[src/design/amkd_pkg.sv]
// Shared types, codes and the letter table of the adaptive morse key decoder.
`default_nettype none

package amkd_pkg;

	// Key event kinds
	typedef enum logic [1:0] {
		CMD_PRESS   = 2'd0,
		CMD_RELEASE = 2'd1,
		CMD_CANCEL  = 2'd2,
		CMD_POLL    = 2'd3
	} cmd_t;

	// Result kinds
	typedef enum logic [1:0] {
		KIND_LETTER = 2'd0,
		KIND_SPACE  = 2'd1,
		KIND_DELETE = 2'd2
	} kind_t;

	// Configuration register indexes
	localparam logic [1:0] CFG_UNIT_AT_RESET = 2'd0;
	localparam logic [1:0] CFG_UNIT_FLOOR    = 2'd1;
	localparam logic [1:0] CFG_UNIT_CEILING  = 2'd2;

	// Register reset values in milliseconds
	localparam logic [9:0] UNIT_AT_RESET_DEFAULT = 10'd120;
	localparam logic [9:0] UNIT_FLOOR_DEFAULT    = 10'd60;
	localparam logic [9:0] UNIT_CEILING_DEFAULT  = 10'd600;

	// Dots in a row that mean "delete last word"
	localparam logic [3:0] ERROR_DOT_COUNT = 4'd8;

	localparam logic [6:0] CHAR_SPACE = 7'h20;
	localparam logic [6:0] CHAR_NONE  = 7'h00;

	typedef struct packed {
		kind_t      kind;
		logic [6:0] char_code;
		logic       last_of_run;
	} result_t;

	// Look up a letter from its symbol count and bits (newest in bit 0, dash = 1).
	function automatic logic [6:0] morse_char(input logic [3:0] count, input logic [7:0] bits);
		logic [5:0] mask;
		logic [4:0] pattern;
		logic [6:0] ch;
		mask = (6'd1 << count[2:0]) - 6'd1;
		pattern = bits[4:0] & mask[4:0];
		if (count == 4'd0 || count > 4'd5) begin
			ch = CHAR_NONE;
		end else begin
			case ({count[2:0], pattern})
				{3'd2, 5'd1}:  ch = 7'h41; // A
				{3'd4, 5'd8}:  ch = 7'h42; // B
				{3'd4, 5'd10}: ch = 7'h43; // C
				{3'd3, 5'd4}:  ch = 7'h44; // D
				{3'd1, 5'd0}:  ch = 7'h45; // E
				{3'd4, 5'd2}:  ch = 7'h46; // F
				{3'd3, 5'd6}:  ch = 7'h47; // G
				{3'd4, 5'd0}:  ch = 7'h48; // H
				{3'd2, 5'd0}:  ch = 7'h49; // I
				{3'd4, 5'd7}:  ch = 7'h4A; // J
				{3'd3, 5'd5}:  ch = 7'h4B; // K
				{3'd4, 5'd4}:  ch = 7'h4C; // L
				{3'd2, 5'd3}:  ch = 7'h4D; // M
				{3'd2, 5'd2}:  ch = 7'h4E; // N
				{3'd3, 5'd7}:  ch = 7'h4F; // O
				{3'd4, 5'd6}:  ch = 7'h50; // P
				{3'd4, 5'd13}: ch = 7'h51; // Q
				{3'd3, 5'd2}:  ch = 7'h52; // R
				{3'd3, 5'd0}:  ch = 7'h53; // S
				{3'd1, 5'd1}:  ch = 7'h54; // T
				{3'd3, 5'd1}:  ch = 7'h55; // U
				{3'd4, 5'd1}:  ch = 7'h56; // V
				{3'd3, 5'd3}:  ch = 7'h57; // W
				{3'd4, 5'd9}:  ch = 7'h58; // X
				{3'd4, 5'd11}: ch = 7'h59; // Y
				{3'd4, 5'd12}: ch = 7'h5A; // Z
				{3'd5, 5'd31}: ch = 7'h30; // 0
				{3'd5, 5'd15}: ch = 7'h31; // 1
				{3'd5, 5'd7}:  ch = 7'h32; // 2
				{3'd5, 5'd3}:  ch = 7'h33; // 3
				{3'd5, 5'd1}:  ch = 7'h34; // 4
				{3'd5, 5'd0}:  ch = 7'h35; // 5
				{3'd5, 5'd16}: ch = 7'h36; // 6
				{3'd5, 5'd24}: ch = 7'h37; // 7
				{3'd5, 5'd28}: ch = 7'h38; // 8
				{3'd5, 5'd30}: ch = 7'h39; // 9
				default:       ch = CHAR_NONE;
			endcase
		end
		return ch;
	endfunction

endpackage

`default_nettype wire

[src/design/adaptive_morse_key_decoder.sv]
// Top level of the adaptive morse key decoder: event register, decode logic, result queue.
//
// Usage:
//   Item channel (item_valid / item_stall, cmd, time_ms) takes one timestamped key
//   event per request. An event lands in an input register and is decoded there
//   once the queue has room, pushing zero, one or two results into a four-entry
//   result queue. The result channel (result_valid / result_stall, kind,
//   char_code, last_of_run) presents the queue head; last_of_run marks the last
//   result of one event.
//   Throughput: one event per cycle, limited only by the result queue
//   draining one result per cycle; item_stall rises while the queue holds more
//   than two results and the input register is occupied.
//   Configuration port (cfg_valid / cfg_ready, cfg_index, cfg_data) is always
//   ready; a write to register 0 also reloads the running unit estimate.
//   Reset (arst_n low) empties the queue and input register, clears the letter
//   and key state and loads the register defaults. A stalled receiver only
//   fills the queue, and the input side then holds its request.
`default_nettype none

module adaptive_morse_key_decoder (
	input  logic        clk,
	input  logic        arst_n,
	input  logic        item_valid,
	output logic        item_stall,
	input  logic [1:0]  cmd,
	input  logic [31:0] time_ms,
	output logic        result_valid,
	input  logic        result_stall,
	output logic [1:0]  kind,
	output logic [6:0]  char_code,
	output logic        last_of_run,
	input  logic        cfg_valid,
	output logic        cfg_ready,
	input  logic [1:0]  cfg_index,
	input  logic [9:0]  cfg_data
);

	// Dash divide-by-three: saturation point and reciprocal (2^22 / 3, rounded up)
	localparam logic [37:0] DivSat   = 38'd786432;
	localparam logic [19:0] DivSatN  = 20'd786432;
	localparam logic [20:0] RecipDiv = 21'd1398102;
	localparam logic [37:0] ObsSat   = 38'd262144;
	localparam logic [18:0] ObsSatN  = 19'd262144;

	// Input register
	logic                valid_s1;
	amkd_pkg::cmd_t      cmd_s1;
	logic [31:0]         time_s1;

	// Configuration registers
	logic [9:0]  unit_reset_q;
	logic [9:0]  unit_floor_q;
	logic [9:0]  unit_ceiling_q;

	// Decoder state
	logic        key_down_q;
	logic [31:0] press_start_q;
	logic [31:0] last_release_q;
	logic        letter_pending_q;
	logic [7:0]  sym_bits_q;
	logic [3:0]  sym_cnt_q;
	logic [15:0] unit_q;
	logic        space_allowed_q;
	logic        dash_seen_q;

	// Next state
	logic        key_down_d;
	logic [31:0] press_start_d;
	logic [31:0] last_release_d;
	logic        letter_pending_d;
	logic [7:0]  sym_bits_d;
	logic [3:0]  sym_cnt_d;
	logic [15:0] unit_d;
	logic        space_allowed_d;
	logic        dash_seen_d;

	// Result queue
	amkd_pkg::result_t res_mem_q [4];
	logic [1:0]  wr_ptr_q;
	logic [1:0]  rd_ptr_q;
	logic [2:0]  cnt_q;

	logic        proc;
	logic        pop;
	logic [1:0]  push_n;
	amkd_pkg::result_t res0;
	amkd_pkg::result_t res1;

	// Datapath
	logic [31:0] dur;
	logic [37:0] dur_q6;
	logic [37:0] dur_p1;
	logic        dash;
	logic [19:0] div_in;
	logic [40:0] div_prod;
	logic [18:0] obs_dash;
	logic [18:0] obs_dot;
	logic [18:0] obs;
	logic [17:0] unit3;
	logic [18:0] unit7;
	logic [19:0] upd_sum;
	logic [17:0] upd;
	logic [17:0] upd_hi;
	logic [17:0] lim_hi;
	logic [17:0] lim_lo;
	logic [17:0] upd_clamp;
	logic [31:0] sil;
	logic [37:0] sil_q6;
	logic        letter_gap;
	logic        word_gap;
	logic [3:0]  cnt_inc;
	logic        dash_any;
	logic [6:0]  letter_ch;
	logic        has_letter;
	logic        has_space;
	logic        has_delete;

	// Handshakes
	assign proc         = valid_s1 && (cnt_q <= 3'd2);
	assign item_stall   = valid_s1 && !(cnt_q <= 3'd2);
	assign pop          = result_valid && !result_stall;
	assign cfg_ready    = 1'b1;
	assign result_valid = (cnt_q != 3'd0);
	assign kind         = res_mem_q[rd_ptr_q].kind;
	assign char_code    = res_mem_q[rd_ptr_q].char_code;
	assign last_of_run  = res_mem_q[rd_ptr_q].last_of_run;

	// Hold the event in the input register until it is decoded
	always_ff @(posedge clk or negedge arst_n) begin
		if (!arst_n) begin
			valid_s1 <= 1'b0;
		end else if (item_valid && !item_stall) begin
			valid_s1 <= 1'b1;
		end else if (proc) begin
			valid_s1 <= 1'b0;
		end
	end

	always_ff @(posedge clk) begin
		if (item_valid && !item_stall) begin
			cmd_s1  <= amkd_pkg::cmd_t'(cmd);
			time_s1 <= time_ms;
		end
	end

	// Press timing, dash test, estimate update, gap tests and letter lookup
	always_comb begin
		dur      = time_s1 - press_start_q;
		dur_q6   = {dur, 6'd0};
		dur_p1   = dur_q6 + 38'd1;
		dash     = dur_q6 >= {21'd0, unit_q, 1'b0};
		// Beyond the saturation point the update clamps to the ceiling anyway
		div_in   = (dur_p1 >= DivSat) ? DivSatN : dur_p1[19:0];
		div_prod = div_in * RecipDiv;
		obs_dash = div_prod[40:22];
		obs_dot  = (dur_q6 >= ObsSat) ? ObsSatN : dur_q6[18:0];
		obs      = dash ? obs_dash : obs_dot;
		unit3    = {2'd0, unit_q} + {1'b0, unit_q, 1'b0};
		unit7    = {unit_q, 3'd0} - {3'd0, unit_q};
		upd_sum  = {2'd0, unit3} + {1'b0, obs} + 20'd2;
		upd      = upd_sum[19:2];
		lim_hi   = {2'd0, unit_ceiling_q, 6'd0};
		lim_lo   = {2'd0, unit_floor_q, 6'd0};
		upd_hi   = (upd > lim_hi) ? lim_hi : upd;
		upd_clamp = (upd_hi < lim_lo) ? lim_lo : upd_hi;
		sil      = time_s1 - last_release_q;
		sil_q6   = {sil, 6'd0};
		letter_gap = sil_q6 >= {20'd0, unit3};
		word_gap   = sil_q6 >= {19'd0, unit7};
		cnt_inc  = (sym_cnt_q == 4'd15) ? sym_cnt_q : sym_cnt_q + 4'd1;
		dash_any = dash_seen_q || dash;
		letter_ch = amkd_pkg::morse_char(sym_cnt_q, sym_bits_q);
	end

	// Next state and results for the event in the input register
	always_comb begin
		key_down_d       = key_down_q;
		press_start_d    = press_start_q;
		last_release_d   = last_release_q;
		letter_pending_d = letter_pending_q;
		sym_bits_d       = sym_bits_q;
		sym_cnt_d        = sym_cnt_q;
		unit_d           = unit_q;
		space_allowed_d  = space_allowed_q;
		dash_seen_d      = dash_seen_q;
		has_letter       = 1'b0;
		has_space        = 1'b0;
		has_delete       = 1'b0;
		case (cmd_s1)
			amkd_pkg::CMD_PRESS: begin
				key_down_d    = 1'b1;
				press_start_d = time_s1;
			end
			amkd_pkg::CMD_CANCEL: begin
				key_down_d = 1'b0;
			end
			amkd_pkg::CMD_RELEASE: begin
				if (key_down_q) begin
					key_down_d       = 1'b0;
					sym_bits_d       = {sym_bits_q[6:0], dash};
					sym_cnt_d        = cnt_inc;
					dash_seen_d      = dash_any;
					letter_pending_d = 1'b1;
					last_release_d   = time_s1;
					unit_d           = upd_clamp[15:0];
					// A long run of dots erases the last word
					if (cnt_inc >= amkd_pkg::ERROR_DOT_COUNT && !dash_any) begin
						sym_bits_d       = 8'd0;
						sym_cnt_d        = 4'd0;
						dash_seen_d      = 1'b0;
						letter_pending_d = 1'b0;
						space_allowed_d  = 1'b0;
						has_delete       = 1'b1;
					end
				end
			end
			amkd_pkg::CMD_POLL: begin
				if (!key_down_q && letter_pending_q && letter_gap) begin
					sym_bits_d       = 8'd0;
					sym_cnt_d        = 4'd0;
					dash_seen_d      = 1'b0;
					letter_pending_d = 1'b0;
					has_letter       = (letter_ch != amkd_pkg::CHAR_NONE);
					has_space        = word_gap && (has_letter || space_allowed_q);
					if (has_letter) begin
						space_allowed_d = 1'b1;
					end
					if (has_space) begin
						space_allowed_d = 1'b0;
					end
				end
			end
			default: begin
				key_down_d = key_down_q;
			end
		endcase
	end

	// Pack results in order, marking the last one
	always_comb begin
		res1.kind        = amkd_pkg::KIND_SPACE;
		res1.char_code   = amkd_pkg::CHAR_SPACE;
		res1.last_of_run = 1'b1;
		if (has_delete) begin
			res0.kind        = amkd_pkg::KIND_DELETE;
			res0.char_code   = amkd_pkg::CHAR_NONE;
			res0.last_of_run = 1'b1;
		end else if (has_letter) begin
			res0.kind        = amkd_pkg::KIND_LETTER;
			res0.char_code   = letter_ch;
			res0.last_of_run = !has_space;
		end else begin
			res0 = res1;
		end
		push_n = {1'b0, has_delete || has_letter || has_space} +
			{1'b0, has_letter && has_space};
	end

	// Advance decoder state; a write to register 0 reloads the estimate
	always_ff @(posedge clk or negedge arst_n) begin
		if (!arst_n) begin
			key_down_q       <= 1'b0;
			press_start_q    <= 32'd0;
			last_release_q   <= 32'd0;
			letter_pending_q <= 1'b0;
			sym_bits_q       <= 8'd0;
			sym_cnt_q        <= 4'd0;
			unit_q           <= {amkd_pkg::UNIT_AT_RESET_DEFAULT, 6'd0};
			space_allowed_q  <= 1'b0;
			dash_seen_q      <= 1'b0;
			unit_reset_q     <= amkd_pkg::UNIT_AT_RESET_DEFAULT;
			unit_floor_q     <= amkd_pkg::UNIT_FLOOR_DEFAULT;
			unit_ceiling_q   <= amkd_pkg::UNIT_CEILING_DEFAULT;
		end else begin
			if (proc) begin
				key_down_q       <= key_down_d;
				press_start_q    <= press_start_d;
				last_release_q   <= last_release_d;
				letter_pending_q <= letter_pending_d;
				sym_bits_q       <= sym_bits_d;
				sym_cnt_q        <= sym_cnt_d;
				unit_q           <= unit_d;
				space_allowed_q  <= space_allowed_d;
				dash_seen_q      <= dash_seen_d;
			end
			if (cfg_valid && cfg_ready) begin
				case (cfg_index)
					amkd_pkg::CFG_UNIT_AT_RESET: begin
						unit_reset_q <= cfg_data;
						unit_q       <= {cfg_data, 6'd0};
					end
					amkd_pkg::CFG_UNIT_FLOOR:   unit_floor_q   <= cfg_data;
					amkd_pkg::CFG_UNIT_CEILING: unit_ceiling_q <= cfg_data;
					default:                    unit_reset_q   <= unit_reset_q;
				endcase
			end
		end
	end

	// Result queue pointers and count
	always_ff @(posedge clk or negedge arst_n) begin
		if (!arst_n) begin
			wr_ptr_q <= 2'd0;
			rd_ptr_q <= 2'd0;
			cnt_q    <= 3'd0;
		end else begin
			if (proc) begin
				wr_ptr_q <= wr_ptr_q + push_n;
			end
			if (pop) begin
				rd_ptr_q <= rd_ptr_q + 2'd1;
			end
			cnt_q <= cnt_q + (proc ? {1'b0, push_n} : 3'd0) - {2'd0, pop};
		end
	end

	// Write up to two results a cycle
	always_ff @(posedge clk) begin
		if (proc && push_n != 2'd0) begin
			res_mem_q[wr_ptr_q] <= res0;
		end
		if (proc && push_n == 2'd2) begin
			res_mem_q[wr_ptr_q + 2'd1] <= res1;
		end
	end

	// Queue never overfills
	assert property (@(posedge clk) disable iff (!arst_n) cnt_q <= 3'd4)
		else $error("result queue overfilled");

	// A stalled event keeps its register contents
	assert property (@(posedge clk) disable iff (!arst_n)
		(valid_s1 && item_stall) |=> (valid_s1 && $stable(time_s1)))
		else $error("stalled event lost");

	// Delete and space results always close the run
	assert property (@(posedge clk) disable iff (!arst_n)
		(result_valid && (kind == amkd_pkg::KIND_DELETE || kind == amkd_pkg::KIND_SPACE))
		|-> last_of_run)
		else $error("delete or space not last of run");

	// A pending letter holds at least one symbol
	assert property (@(posedge clk) disable iff (!arst_n)
		letter_pending_q |-> (sym_cnt_q != 4'd0))
		else $error("pending letter with no symbols");

endmodule

`default_nettype wire

[config.mk]
export PLATFORM = sky130hd
export DESIGN_NAME = adaptive_morse_key_decoder
export DESIGN_NICKNAME = d
export VERILOG_FILES = /design/src/design/amkd_pkg.sv /design/src/design/adaptive_morse_key_decoder.sv
export SDC_FILE = /design/constraint.sdc
export NUM_CORES = 1
export LEC_CHECK = 0
export ABC_CLOCK_PERIOD_IN_PS = 23700
export BUFFER_PORTS_ARGS = -buffer_cell sky130_fd_sc_hd__buf_2
export CAP_MARGIN = 5
export CELL_PAD_IN_SITES_DETAIL_PLACEMENT = 1
export CELL_PAD_IN_SITES_GLOBAL_PLACEMENT = 2
export CORE_MARGIN = 2
export CORE_UTILIZATION = 44
export CTS_CLUSTER_SIZE = 14
export DETAILED_ROUTE_END_ITERATION = 12
export PLACE_DENSITY_LB_ADDON = 0.15
export SLEW_MARGIN = 20
export SYNTH_ARGS = -nofsm -noshare
export SYNTH_HDL_FRONTEND = slang
export SYNTH_SLANG_ARGS = --single-unit
export TNS_END_PERCENT = 50
[constraint.sdc]
create_clock -name clk -period 23.7 [get_ports clk]
set_clock_uncertainty 0.15 [all_clocks]
set_input_delay 3.555 -clock clk [delete_from_list [all_inputs] [get_ports clk]]
set_output_delay 3.555 -clock clk [all_outputs]
set_load 0.02 [all_outputs]
==> summary.md <==
| Metric | Value |
|---|---|
| Status | completed |
| Mapped Cells | 2,466 |
| Layout cells sized above 1 | 8.330% |
| Worst hold path class | register to register |
| DP Wirelength | 52,960 microns |
| Total gr overflow | 0 |
| Final cycle utilization of the critical path | 77.36% |
| Inserted Clock Buffers | 17 |
| Root Driver | clkbuf_16 |
| Postcts setup bufs | 0 |
| TritonRoute pass-1 iters | 5 |
| Critical Path Fanout Max | 21 |
| R2R depth | 74 |
| Sinks on Clock Net | 195 |
| Final instance area | 0.02295 sq mm |
| Die width | 224.8 microns |
| Netlist Area Pre-Place | 0.02145 sq mm |
| Gr usage total | 26.65% |
| Initial core utilization | 44.73% |
| Cts repair resizes | 0 |
| Most frequent cells in the layout | ha_1 (357), inv_1 (334), nand2_1 (209) |
| ANT nets after route | 0 |
| Boundary Pins | 64 |
| Core Area | 0.04795 sq mm |
| Yosys warning count | 0 |
| Final wirelength | 64,580 microns |
| Bufs on Longest Clock Path | 2 |
| Cell area after placement | 0.02237 sq mm |
| Predominant post-synthesis flop cell | dfrtp_1 |
| Routability cong. | 0.9074 |
| Fin. Hold Viols | 0 |
| Routed len/inst | 20.67 microns |
| VDD IR max | 0.00008448 V |
| Commonest non-fill, non-tap cell in the layout | ha_1 |
| Layout area overhead | 7.007% |
| R2R setup slack | 5.37 ns |
| First-pass GRT wire length | 104,500 microns |
| Crit Path Class | register to register |
| Fin crit period | 18.33 ns |
| Pin count of the biggest net entering global routing | 72 |
| Antenna violations before repair | 0 |
| Nets | 3,001 |
| IO Port Bufs | 62 |
| Hold slack | 0.3040 ns |
| Vias in the first global route | 19,500 |
| Hold EP | res_mem_q[2][9] |
| CTS clk-pin slew, worst paths | 0.08 ns |
| Most frequent CP cell | ha_1 |
| H-tree lvl count | 4 |
| Leak Pwr | 10.99 nW |
| Slowest CP cell | nor2b_1 |
| Crit-path max cell delay | 0.77 ns |
| Yosys reg bits | 195 |
| Num rows | 80 |
| Worst hold start | res_mem_q[2][9] |
| Syn_nets | 2,971 |
| Max cap viols | 0 |
| FF-to-FF Start | time_s1[2] |
| # hold bufs at CTS | 0 |
| Hold-critical path depth | 2 |
| Vias per Instance | 5.724 |
| RSZ-0062 raised after global routing | no |
| Fin. max-slew vios | 0 |
| Chip height | 224.8 microns |
| Setup_tns | 0 ns |
| Clk_lat worst skew | 0.50 ns |
| EDFF count, synth | 34 |
| Sequential area share after synthesis | 22.68% |
| Post-synth ARST share | 62.05% |
| Avg Cell Area, Syn | 8.696 sq um |
| Worst-Margin Slew | 1.071 ns |
| FF-to-FF End | unit_q[2] |
| Setup Viol. Count Final | 0 |
| DR iter-0 viols | 602 |
| Peak Freq | 54.54 MHz |
| Worst slew margin | 26.75% |
| Unique cell type count in the Yosys netlist | 90 |
| Data required time of the worst path | 23.98 ns |
| Arrival time at the worst endpoint | 18.62 ns |
| CTS tree | yes |
| Pwr Density | 122.3 mW/mm^2 |
| Post-route DRC | 0 |
| Die ar. | 0.05052 sq mm |
| Via count | 17,890 |
| Crit end category | register |
| Startpoint Class | register |
synthesized netlist by cell type (all sizes together) (12+ instances only):
| master | count | area [sq um] |
|---|---|---|
| a211oi | 15 | 130.1 |
| a21o | 38 | 285.3 |
| a21oi | 173 | 888.4 |
| a31oi | 13 | 87.58 |
| and2 | 15 | 98.85 |
| and3 | 12 | 75.07 |
| buf | 17 | 87.58 |
| clkbuf | 44 | 165.2 |
| dfrtp | 109 | 2728 |
| dfstp | 12 | 315.3 |
| dfxtp | 40 | 800.8 |
| edfxtp | 34 | 1021 |
| fa | 97 | 1942 |
| ha | 357 | 4467 |
| inv | 334 | 1254 |
| mux2 | 55 | 619.3 |
| nand2 | 210 | 790.8 |
| nand2b | 39 | 244.0 |
| nand3 | 45 | 225.2 |
| nand4 | 31 | 193.9 |
| nor2 | 159 | 596.8 |
| nor2b | 24 | 150.1 |
| nor3 | 56 | 280.3 |
| o211ai | 15 | 112.6 |
| o21a | 36 | 270.3 |
| o21ai | 177 | 885.9 |
| o21bai | 26 | 195.2 |
| or3 | 17 | 106.4 |
| xnor2 | 73 | 639.4 |
| xor2 | 31 | 271.5 |
stage by stage:
stage	util (%)	worst slack, ns	instances	total power [mW]
2_1_floorplan	-	8.325	2466	1.905
3_3_place_gp	46.66	5.948	3092	2.448
3_5_place_dp	46.66	5.637	3092	2.500
4_1_cts	47.86	5.494	3124	2.822
5_1_grt	47.86	3.604	3124	3.085
6_report	47.86	5.365	3125	2.806
how the worst max path moves through the flow:
stage                          start        end  slack [ns]  depth (start not counted)
after floorplan           time_s1[6]  unit_q[6]        8.32                         79
after global placement    time_s1[6]  unit_q[1]        5.95                         75
after detailed placement  time_s1[2]  unit_q[2]        5.64                         74
after CTS                 time_s1[2]  unit_q[1]        5.49                         73
after global routing      time_s1[2]  unit_q[3]        3.60                         74
final                     time_s1[2]  unit_q[2]        5.37                         74
power breakdown:
part / internal, mW / switching (mW) / total [mW] / leakage (nW)
Combinational: 0.752 / 1.22 / 1.98 / 8.59
Sequential: 0.448 / 0.0870 / 0.535 / 2.12
Clock: 0.140 / 0.155 / 0.294 / 0.282
Total: 1.34 / 1.47 / 2.81 / 11.0
critical path, delay by kind of cell (launching register included):
| kind | cells | cell delay (ns) |
|---|---|---|
| XOR/XNOR | 2 | 0.41 |
| adder cells (fa/ha/maj) | 13 | 4.88 |
| AO/OA/AOI/OAI | 29 | 6.06 |
| buffers and inverters | 4 | 0.21 |
| AND/OR/NAND/NOR | 26 | 6.07 |
| flip-flops | 1 | 0.44 |
metal layers:
metal  vias to the layer above  track usage (%)  part of all wire [%]
met3                        89            3.723                   2.9
li1                       8634                -                     -
met1                      8922            32.62                    44
met2                       244            47.56                    50
met5                         -                0                     0
met4                         0            9.891                   3.0
layout make-up:
| class | count | area [sq um] |
|---|---|---|
| clock buffers | 18 | 429.2 |
| diodes | 1 | 2.502 |
| clock inverters | 14 | 143.9 |
| repair buffers | 72 | 391.6 |
| multi-input cells | 1876 | 15090 |
| fillers | 5716 | 25000 |
| flip-flops and latches | 195 | 4865 |
| well taps | 615 | 769.5 |
| inverters | 334 | 1254 |
kinds of logic (layout without fill, tap and decap cells):
family                     Yosys count  after routing  synth area share, %
and+or+nand+nor                    645            645                14.23
adders and majority gates          454            454                29.88
buffers and inverters              395            438                7.024
muxes                               75             75                4.405
other                                1              2              0.01749
DFF                                195            195                22.68
AOI/OAI and AO/OA                  597            597                17.51
xor gates and xnor gates           104            104                4.247
sequential cells by signal (all words and copies together), names as in the netlist, 2 cells and up:
signal / count
res_mem_q: 40
last_release_q: 32
press_start_q: 32
time_s1: 32
unit_q: 16
unit_ceiling_q: 10
unit_floor_q: 10
sym_bits_q: 5
sym_cnt_q: 4
cnt_q: 3
cmd_s1: 2
rd_ptr_q: 2
wr_ptr_q: 2
(Power assumes the default switching activity.)
